## src/design/sha_pkg.sv

```systemverilog
package sha_pkg;

  typedef enum logic [2:0] {
    ST_IDLE,
    ST_COMP,
    ST_PAD,
    ST_OUT
  } state_e;

  typedef struct packed {
    logic        load_iv;
    logic        push;
    logic [63:0] push_word;
    logic        start;
    logic        clr_count;
    logic [3:0]  add_bytes;
  } cmd_t;

  typedef struct packed {
    logic       busy;
    logic [3:0] wpos;
    logic [63:0] byte_count;
  } stat_t;

  localparam logic [63:0] IV512 [8] = '{
    64'h6A09E667F3BCC908, 64'hBB67AE8584CAA73B, 64'h3C6EF372FE94F82B, 64'hA54FF53A5F1D36F1,
    64'h510E527FADE682D1, 64'h9B05688C2B3E6C1F, 64'h1F83D9ABFB41BD6B, 64'h5BE0CD19137E2179};

  localparam logic [63:0] IV384 [8] = '{
    64'hCBBB9D5DC1059ED8, 64'h629A292A367CD507, 64'h9159015A3070DD17, 64'h152FECD8F70E5939,
    64'h67332667FFC00B31, 64'h8EB44A8768581511, 64'hDB0C2E0D64F98FA7, 64'h47B5481DBEFA4FA4};

  localparam logic [63:0] RC [80] = '{
    64'h428A2F98D728AE22, 64'h7137449123EF65CD, 64'hB5C0FBCFEC4D3B2F, 64'hE9B5DBA58189DBBC,
    64'h3956C25BF348B538, 64'h59F111F1B605D019, 64'h923F82A4AF194F9B, 64'hAB1C5ED5DA6D8118,
    64'hD807AA98A3030242, 64'h12835B0145706FBE, 64'h243185BE4EE4B28C, 64'h550C7DC3D5FFB4E2,
    64'h72BE5D74F27B896F, 64'h80DEB1FE3B1696B1, 64'h9BDC06A725C71235, 64'hC19BF174CF692694,
    64'hE49B69C19EF14AD2, 64'hEFBE4786384F25E3, 64'h0FC19DC68B8CD5B5, 64'h240CA1CC77AC9C65,
    64'h2DE92C6F592B0275, 64'h4A7484AA6EA6E483, 64'h5CB0A9DCBD41FBD4, 64'h76F988DA831153B5,
    64'h983E5152EE66DFAB, 64'hA831C66D2DB43210, 64'hB00327C898FB213F, 64'hBF597FC7BEEF0EE4,
    64'hC6E00BF33DA88FC2, 64'hD5A79147930AA725, 64'h06CA6351E003826F, 64'h142929670A0E6E70,
    64'h27B70A8546D22FFC, 64'h2E1B21385C26C926, 64'h4D2C6DFC5AC42AED, 64'h53380D139D95B3DF,
    64'h650A73548BAF63DE, 64'h766A0ABB3C77B2A8, 64'h81C2C92E47EDAEE6, 64'h92722C851482353B,
    64'hA2BFE8A14CF10364, 64'hA81A664BBC423001, 64'hC24B8B70D0F89791, 64'hC76C51A30654BE30,
    64'hD192E819D6EF5218, 64'hD69906245565A910, 64'hF40E35855771202A, 64'h106AA07032BBD1B8,
    64'h19A4C116B8D2D0C8, 64'h1E376C085141AB53, 64'h2748774CDF8EEB99, 64'h34B0BCB5E19B48A8,
    64'h391C0CB3C5C95A63, 64'h4ED8AA4AE3418ACB, 64'h5B9CCA4F7763E373, 64'h682E6FF3D6B2B8A3,
    64'h748F82EE5DEFB2FC, 64'h78A5636F43172F60, 64'h84C87814A1F0AB72, 64'h8CC702081A6439EC,
    64'h90BEFFFA23631E28, 64'hA4506CEBDE82BDE9, 64'hBEF9A3F7B2C67915, 64'hC67178F2E372532B,
    64'hCA273ECEEA26619C, 64'hD186B8C721C0C207, 64'hEADA7DD6CDE0EB1E, 64'hF57D4F7FEE6ED178,
    64'h06F067AA72176FBA, 64'h0A637DC5A2C898A6, 64'h113F9804BEF90DAE, 64'h1B710B35131C471B,
    64'h28DB77F523047D84, 64'h32CAAB7B40C72493, 64'h3C9EBE0A15C9BEBC, 64'h431D67C49C100D4C,
    64'h4CC5D4BECB3E42B6, 64'h597F299CFC657E2A, 64'h5FCB6FAB3AD6FAEC, 64'h6C44198C4A475817};

  localparam logic [7:0] PAD_BYTE = 8'h80;
  localparam int unsigned LEN_WORD = 14;

endpackage

```

## src/design/sha_if.sv

```systemverilog
interface sha_in_if;
  logic        valid;
  logic        ready;
  logic [63:0] message_word;
  logic [3:0]  valid_bytes;
  logic        last_word;
  modport source (output valid, message_word, valid_bytes, last_word, input ready);
  modport sink (input valid, message_word, valid_bytes, last_word, output ready);
endinterface

interface sha_out_if;
  logic        valid;
  logic        ready;
  logic [63:0] digest_word;
  logic [2:0]  word_index;
  logic        digest_last;
  modport source (output valid, digest_word, word_index, digest_last, input ready);
  modport sink (input valid, digest_word, word_index, digest_last, output ready);
endinterface

```

## src/design/sha_ctrl.sv

```systemverilog
module sha_ctrl (
  input  logic              clk_i,
  input  logic              rst_ni,
  input  logic              mode_i,
  sha_in_if.sink            in_if,
  sha_out_if.source         out_if,
  input  sha_pkg::stat_t    stat_i,
  input  logic [63:0]       chain_word_i,
  output sha_pkg::cmd_t     cmd_o,
  output logic [2:0]        rd_idx_o
);

  sha_pkg::state_e state_q, state_d;
  logic        started_q, started_d;
  logic [2:0]  idx_q, idx_d;
  logic [1:0]  pend_q, pend_d;   // 0 none, 1 mark word, 2 zero fill
  logic        two_q, two_d;     // second block needed
  logic [3:0]  vb;
  logic [63:0] keep, mark;
  logic [2:0]  last_idx;

  always_ff @(posedge clk_i or negedge rst_ni) begin
    if (!rst_ni) begin
      state_q   <= sha_pkg::ST_IDLE;
      started_q <= 1'b0;
      idx_q     <= '0;
      pend_q    <= '0;
      two_q     <= 1'b0;
    end else begin
      state_q   <= state_d;
      started_q <= started_d;
      idx_q     <= idx_d;
      pend_q    <= pend_d;
      two_q     <= two_d;
    end
  end

  assign vb = (in_if.valid_bytes > 4'd8) ? 4'd8 : in_if.valid_bytes;
  assign keep = (vb == 4'd0) ? 64'd0 : ~(64'hFFFF_FFFF_FFFF_FFFF >> {vb, 3'b000});
  assign mark = {56'd0, sha_pkg::PAD_BYTE} << (7'd56 - {vb[2:0], 3'b000});
  assign last_idx = mode_i ? 3'd5 : 3'd7;
  assign rd_idx_o = idx_q;
  assign out_if.digest_word = chain_word_i;
  assign out_if.word_index = idx_q;
  assign out_if.digest_last = (idx_q == last_idx);

  always_comb begin
    state_d   = state_q;
    started_d = started_q;
    idx_d     = idx_q;
    pend_d    = pend_q;
    two_d     = two_q;
    cmd_o     = '0;
    in_if.ready  = 1'b0;
    out_if.valid = 1'b0;
    unique case (state_q)
      sha_pkg::ST_IDLE: begin
        in_if.ready = 1'b1;
        if (in_if.valid) begin
          cmd_o.load_iv   = !started_q;
          cmd_o.clr_count = 1'b0;
          cmd_o.start     = 1'b1;
          cmd_o.push      = 1'b1;
          started_d       = 1'b1;
          if (!in_if.last_word) begin
            cmd_o.add_bytes = 4'd8;
            cmd_o.push_word = in_if.message_word;
            state_d = (stat_i.wpos == 4'd15) ? sha_pkg::ST_COMP : sha_pkg::ST_IDLE;
          end else begin
            cmd_o.add_bytes = vb;
            if (vb == 4'd8) begin
              cmd_o.push_word = in_if.message_word;
              pend_d = 2'd1;
            end else begin
              cmd_o.push_word = (in_if.message_word & keep) | mark;
              pend_d = 2'd2;
            end
            state_d = sha_pkg::ST_PAD;
          end
          // started_q low: clr_count stays low here; wpos/count were cleared by reset or when the last digest ended
          if (!started_q) begin
            cmd_o.clr_count = 1'b0;
          end
        end
      end
      sha_pkg::ST_COMP: begin
        if (!stat_i.busy) state_d = sha_pkg::ST_IDLE;
      end
      sha_pkg::ST_PAD: begin
        if (!stat_i.busy) begin
          cmd_o.push = 1'b1;
          if (pend_q == 2'd1) begin
            cmd_o.push_word = {sha_pkg::PAD_BYTE, 56'd0};
            pend_d = 2'd2;
            two_d = (stat_i.wpos == 4'd14);
          end else if (two_q || stat_i.wpos < 4'd14) begin
            cmd_o.push_word = '0;
            if (stat_i.wpos == 4'd15) two_d = 1'b0;
          end else if (stat_i.wpos == 4'd14) begin
            cmd_o.push_word = {61'd0, stat_i.byte_count[63:61]};
          end else begin
            cmd_o.push_word = {stat_i.byte_count[60:0], 3'b000};
            idx_d = '0;
            state_d = sha_pkg::ST_OUT;
          end
        end
      end
      sha_pkg::ST_OUT: begin
        if (!stat_i.busy) begin
          out_if.valid = 1'b1;
          if (out_if.ready) begin
            idx_d = idx_q + 3'd1;
            if (idx_q == last_idx) begin
              cmd_o.clr_count = 1'b1;
              started_d = 1'b0;
              idx_d = '0;
              state_d = sha_pkg::ST_IDLE;
            end
          end
        end
      end
      default: state_d = sha_pkg::ST_IDLE;
    endcase
    if (state_q == sha_pkg::ST_PAD && pend_q == 2'd2 && state_d == sha_pkg::ST_PAD &&
        stat_i.busy) begin
      two_d = two_q;
    end
    if (state_q == sha_pkg::ST_IDLE && in_if.valid && in_if.last_word) begin
      two_d = (vb != 4'd8) && (stat_i.wpos == 4'd14);
      if (!started_q) two_d = 1'b0;
    end
  end

endmodule

```

## src/flat_wrapper.sv

```systemverilog
// flat-port wrapper written by rule: the top's interface ports become plain ports
module sha_ctrl_flat 
  (clk_i, rst_ni, mode_i, stat_i, chain_word_i, cmd_o, rd_idx_o, in_if_valid, in_if_message_word, in_if_valid_bytes, in_if_last_word, in_if_ready, out_if_valid, out_if_digest_word, out_if_word_index, out_if_digest_last, out_if_ready);
  sha_in_if in_if_i ();
  sha_out_if out_if_i ();
  input  logic clk_i;
  input  logic rst_ni;
  input  logic mode_i;
  input  sha_pkg::stat_t stat_i;
  input  logic [63:0] chain_word_i;
  output sha_pkg::cmd_t cmd_o;
  output logic [2:0] rd_idx_o;
  input wire logic [$bits(in_if_i.valid)-1:0] in_if_valid;
  input wire logic [$bits(in_if_i.message_word)-1:0] in_if_message_word;
  input wire logic [$bits(in_if_i.valid_bytes)-1:0] in_if_valid_bytes;
  input wire logic [$bits(in_if_i.last_word)-1:0] in_if_last_word;
  output wire logic [$bits(in_if_i.ready)-1:0] in_if_ready;
  output wire logic [$bits(out_if_i.valid)-1:0] out_if_valid;
  output wire logic [$bits(out_if_i.digest_word)-1:0] out_if_digest_word;
  output wire logic [$bits(out_if_i.word_index)-1:0] out_if_word_index;
  output wire logic [$bits(out_if_i.digest_last)-1:0] out_if_digest_last;
  input wire logic [$bits(out_if_i.ready)-1:0] out_if_ready;
  assign in_if_i.valid = in_if_valid;
  assign in_if_i.message_word = in_if_message_word;
  assign in_if_i.valid_bytes = in_if_valid_bytes;
  assign in_if_i.last_word = in_if_last_word;
  assign in_if_ready = in_if_i.ready;
  assign out_if_valid = out_if_i.valid;
  assign out_if_digest_word = out_if_i.digest_word;
  assign out_if_word_index = out_if_i.word_index;
  assign out_if_digest_last = out_if_i.digest_last;
  assign out_if_i.ready = out_if_ready;
  sha_ctrl u_core (.clk_i(clk_i), .rst_ni(rst_ni), .mode_i(mode_i), .in_if(in_if_i), .out_if(out_if_i), .stat_i(stat_i), .chain_word_i(chain_word_i), .cmd_o(cmd_o), .rd_idx_o(rd_idx_o));
endmodule
```

## config.mk

```make
export PLATFORM = sky130hd
export DESIGN_NAME = sha_ctrl_flat
export DESIGN_NICKNAME = d
export VERILOG_FILES = /design/src/design/sha_pkg.sv /design/src/design/sha_if.sv /design/src/design/sha_ctrl.sv /design/src/flat_wrapper.sv
export SDC_FILE = /design/constraint.sdc
export NUM_CORES = 1
export LEC_CHECK = 0
export BUFFER_PORTS_ARGS = -buffer_cell sky130_fd_sc_hd__buf_2
export CELL_PAD_IN_SITES_DETAIL_PLACEMENT = 0
export CELL_PAD_IN_SITES_GLOBAL_PLACEMENT = 1
export CORE_AREA = 2 2 136 138
export DETAILED_ROUTE_END_ITERATION = 8
export DIE_AREA = 0 0 138 140
export GPL_ROUTABILITY_DRIVEN = 0
export PLACE_DENSITY_LB_ADDON = 0.1
export REMOVE_ABC_BUFFERS = 1
export SETUP_SLACK_MARGIN = 0.3
export SYNTH_ARGS = -nofsm -noshare
export SYNTH_HDL_FRONTEND = slang
export SYNTH_SLANG_ARGS = --single-unit
export TNS_END_PERCENT = 1
```

## constraint.sdc

```tcl
create_clock -name clk_i -period 2.5 [get_ports clk_i]
set_input_delay 0.125 -clock clk_i [delete_from_list [all_inputs] [get_ports clk_i]]
set_output_delay 0.125 -clock clk_i [all_outputs]
set_load 0.01 [all_outputs]
```

Yosys cells after proc, flatten, opt, wreduce, memory -nomap -nowiden
Cells that the tools add are included.
- input bits: 207
- memories: 0
- flip-flop bits (word level): 10
- memory bits (read-only): 0
- bits in writable memories: 0
- output and inout bits: 145
- logic and storage cells: 118
- latch bits: 0
- multiply operators: 0
- mux-type cells: 61
- $add $sub $neg: 2
- shift operators: 2
- magnitude comparators: 2
- bitwise gates (word level): 3
- reduce and logical (&&, ||, !) cells: 20
- div/mod/pow operators: 0
- equal/unequal tests: 23
- operator list (cell ; count):
    $mux 64 ; 6
    $pmux 65 s2 ; 1
    $mux 72 ; 1
    $mux 65 ; 1
    $and 64x64->64 ; 1
    $not 64->64 ; 1
    $or 64x64->64 ; 1
    $shl 8x7->64 const A ; 1
    $shr 64x7->64 const A ; 1
    $mux 3 ; 17
    $mux 1 ; 21
    $ne 2x2->1 const B ; 10
    $reduce_and 5->1 ; 3
    $eq 4x4->1 const B ; 3
    $mux 2 ; 6
    $mux 4 ; 3
    $pmux 3 s4 ; 1
    $eq 3x2->1 const B ; 3
    $reduce_bool 2->1 ; 4
    $reduce_and 7->1 ; 1
    $sub 6x6->7 const A ; 1
    $logic_and 1x1->1 ; 6
    $pmux 3 s2 ; 1
    $reduce_bool 3->1 ; 2
    other kinds (15) ; 17

Depth between registers and ports, before layout
- depth after elaboration: 11
- gate-level depth with buffers: 7
- mapped depth without buffers: 5

Worst setup path before layout
No wires, ideal clock.
- path kind: reg2out
- start: reg u_core.state_q[2]
- end: out cmd_o[10] (netlist name)
- path buffers: 2
- required time: 2.375 ns
- slack: 0.470 ns
- cell stages (with the launch flop): 6
- arrival: 1.905 ns
- cells stage by stage: dfrtp_1 > or4b_1 > buf_2 > nor4_4 > buf_6 > a22o_1
- RTL lines (element ; line ; text):
    from (decl) ; sha_ctrl.sv:13 ; sha_pkg::state_e state_q, state_d;
    from (signal assigned) ; sha_ctrl.sv:24 ; state_q <= sha_pkg::ST_IDLE;
    from (signal assigned) ; sha_ctrl.sv:30 ; state_q <= state_d;
    to (decl) ; flat_wrapper.sv:11 ; output sha_pkg::cmd_t cmd_o;

==> results.md <==
* Status: complete, no violations
* Critical Path RT at 2.38 ns
* Crit end category: output pin
* Mapped Area at 1972 µm²
* Synth area leaders: a22o_1 (26%), buf_4 (26%), dfrtp_1 (13%)
* Placed cell area at 2883 µm²
* R2R Path End: u_core.out_if.word_index[1]$_DFFE_PN0P_
* Adder-Cell Fraction of Synth Area at 0.6345%
* Syn. warnings at 0
* Max Cap Viol at 0
* Slowest CP cell: or4b_4
* Hold path cells at 2
* Initial antenna violation count at 1
* Die Wd at 138 µm
* Top cell type by total area after synthesis: a22o_1
* Largest family of logic cells by synthesized area: compound AO/OA/AOI/OAI gates
* Routed Antenna Nets at 0
* Post-synth top cells: buf_4 (67), a22o_1 (58), nand2_1 (21)
* CP peak stage delay at 0.56 ns
* First-pass GRT wire length at just under 20000 µm
* CP Max Fanout at 10
* Clk Latency, worst-skew pair at between 0.2 and 0.25 ns
* GR Overflow Total at 0
* Row count at 49
* Synth Area per Inst at slightly below 8 µm²
* Hold crit path type: primary input to flip-flop
* Clock transition at path regs at 0.04 ns
* Critical Path, Cell by Cell: or4b_4 -> nor4_4 -> buf_6 -> buf_12 -> a22o_1 -> buf_2
* Critical Path Source Type: flip-flop
* Worst relative slew slack at between 40% and 50%
* Post-synthesis mux area share at 1.079%
* Initial DRC count at 94
* Initial DRT Pass Iterations at 4
* Vias in the first global route at 2588
* Longest Clk Path Bufs at 2
* Yosys top cell area share at 25.76%
* Fin. max-slew vios at 0
* Slew @ Worst Pin at between 0.7 and 0.8 ns
* Share of post-route cells with drive strength above 1 at 61.58%
* P&R area growth vs syn at 58.00%
* Die area at 19320 µm²
* Port buffer count at 223
* Final Total Pwr at 877.6 µW
* Core area at 17780 µm²
* Simple-gate share of the synthesized area at 18.65%
* Compound-cell area share of the yosys netlist at a little over a third
* Largest net degree at the start of global routing at 22
* Die Height at 140 µm
* Post-synth EDFFs at 0
* Initial core utilization at between 10 and 15%
* Setup Skew at 0.002512 ns
* Hold Fails Final Rpt at 0
* Peak supply drop at 0.1789 mV
* RSZ-0062 raised after global routing: yes
* Placed cells at 637
* All-Layer GR Usage at 13.59%
* Static Leakage at 1.730 nW
* Hold path start: in_if_valid_bytes[3]
* Vias/cell at a little over 4
* Worst Setup SP: u_core.state_q[0]$_DFF_PN0_
* Main synth FF type: dfrtp_1
* End of the worst hold path: u_core.pend_q[1]$_DFFE_PN0P_
* Post-synthesis xor/xnor area fraction at less than 1%
* Seq/Total Area, Yosys at between 10 and 15%
* Final cycle utilization of the critical path at 89.56%
* Root Driver: clkbuf_16
* # DRC at 0
* Reg2Reg Setup Slack at just under 0.5 ns
* Avg WL per Cell at about 23 µm
* Hold_ws at 0.1623 ns
* Final Cell Area at 3115 µm²
* Count of cell types in the netlist at 44
* FMAX at 0.4466 GHz
* Final instance count without filler cells at 649
* CTS Sinks at 10
* Cell count after synthesis at 252
* H-tree depth at 1
* Worst reg2reg path startpoint: u_core.state_q[0]$_DFF_PN0_
* Ys async rst share at 100.0%
* Via count at approximately 2700
* Buf/Inv on CP at 3
* Post-Route WL at 14880 µm
* Post-layout nets at 628
* Inserted Clock Buffers at 3
* Most numerous cell in the Yosys netlist: buf_4
* Synthesized flop and latch total at 10
* PwrDens at 281.7 nW/µm²
* Crit path max-delay family: simple AND/OR/NAND/NOR gates
* Cells on worst reg2reg path at 4
* Hpwl dp at 11950 µm
* Final Critical Period at around 2.2 ns
* CP arrival at 2.11 ns
* TritonCTS clock tree: built
* Ports at ~350
* Crit Path Class: flip-flop to output pin
* Final setup viols at 0
-- metrics by stage --
stage	utilization (%)	setup slack, ns	setup TNS (ns)
after floorplan	-	-0.6757	-40.35
after global placement	16.21	0.3177	0
after detailed placement	16.21	0.2687	0
after CTS	17.16	0.2338	0
after global routing	17.51	0.1505	0
final	17.52	0.2609	0
-- power by group --
group,internal (mW),switching (mW),total [mW]
Combinational,0.185,0.179,0.365
Sequential,0.176,0.0171,0.193
Clock,0.241,0.0787,0.320
Total,0.602,0.275,0.878
-- cells by family (layout without fill, tap and decap cells) --
kind of cell,after synthesis,in the layout
multiplexers,2,2
buffers and inverters,83,250
adder cells (fa/ha/maj),1,1
flip-flops,10,10
AO/OA/AOI/OAI,89,89
other,1,2
XOR/XNOR,1,1
AND/OR/NAND/NOR,65,65
-- placed cells by master (no fill, tap or decap), types with 3 or more instances in the layout --
cell         n
a31oi_1      3
buf_2      223
nor3_1       4
buf_4       13
a22o_1      58
clkbuf_16    5
nand3_1      3
nand2_1     21
nor2_1       8
a21oi_1      8
dfrtp_1      8
and3_1       4
nor3b_1      5
o21ai_0      9
-- worst reg2reg max path, cell delays in order, from the launching register on --
cell     delay (ns)
dfrtp_2        0.42
buf_4          0.17
o41ai_1        0.46
nor3b_1        0.46
mux2_2         0.38
-- repair_timing --
action / CTS / global route
resized for setup: 9 / 1
pin swaps: 1 / 0
cloned: 1 / 2
setup buffers: 2 / 1
hold endpoints to repair: 10 / 0
endpoints found under the setup margin: 63 / 63
hold buffers: 1 / 0
-- metal layers --
layer  vias up  wire, µm  track usage, %
met5         -       224           8.521
met4         8        91           1.235
met3        10      2417           11.42
met2       244      6271           19.54
met1      1195      5880           15.37
li1       1213         -               -
-- how the worst max path moves through the flow --
stage	to	slack [ns]	cells after the start
4_1_cts	cmd_o[40]	0.23	6
3_5_place_dp	cmd_o[29]	0.27	6
6_report	cmd_o[40]	0.26	6
2_1_floorplan	cmd_o[10]	-0.68	3
3_3_place_gp	cmd_o[32]	0.32	5
5_1_grt	cmd_o[40]	0.15	6
-- final cells by class --
type,count,area (µm²)
antenna,1,2.502
fill,2073,14660
multi-input combinational,159,1121
sequential,10,252.7
clock buffer,4,88.84
tap,229,286.5
inverter,3,11.26
timing repair buffer,243,1353
-- registers in the layout, summed over array words and instances (netlist names) --
signal	flops
u_core.pend_q	2
u_core.started_q	1
u_core.state_q	3
u_core.two_q	1
u_core.out_if.word_index	3
Power figures use the tool's default switching activity.
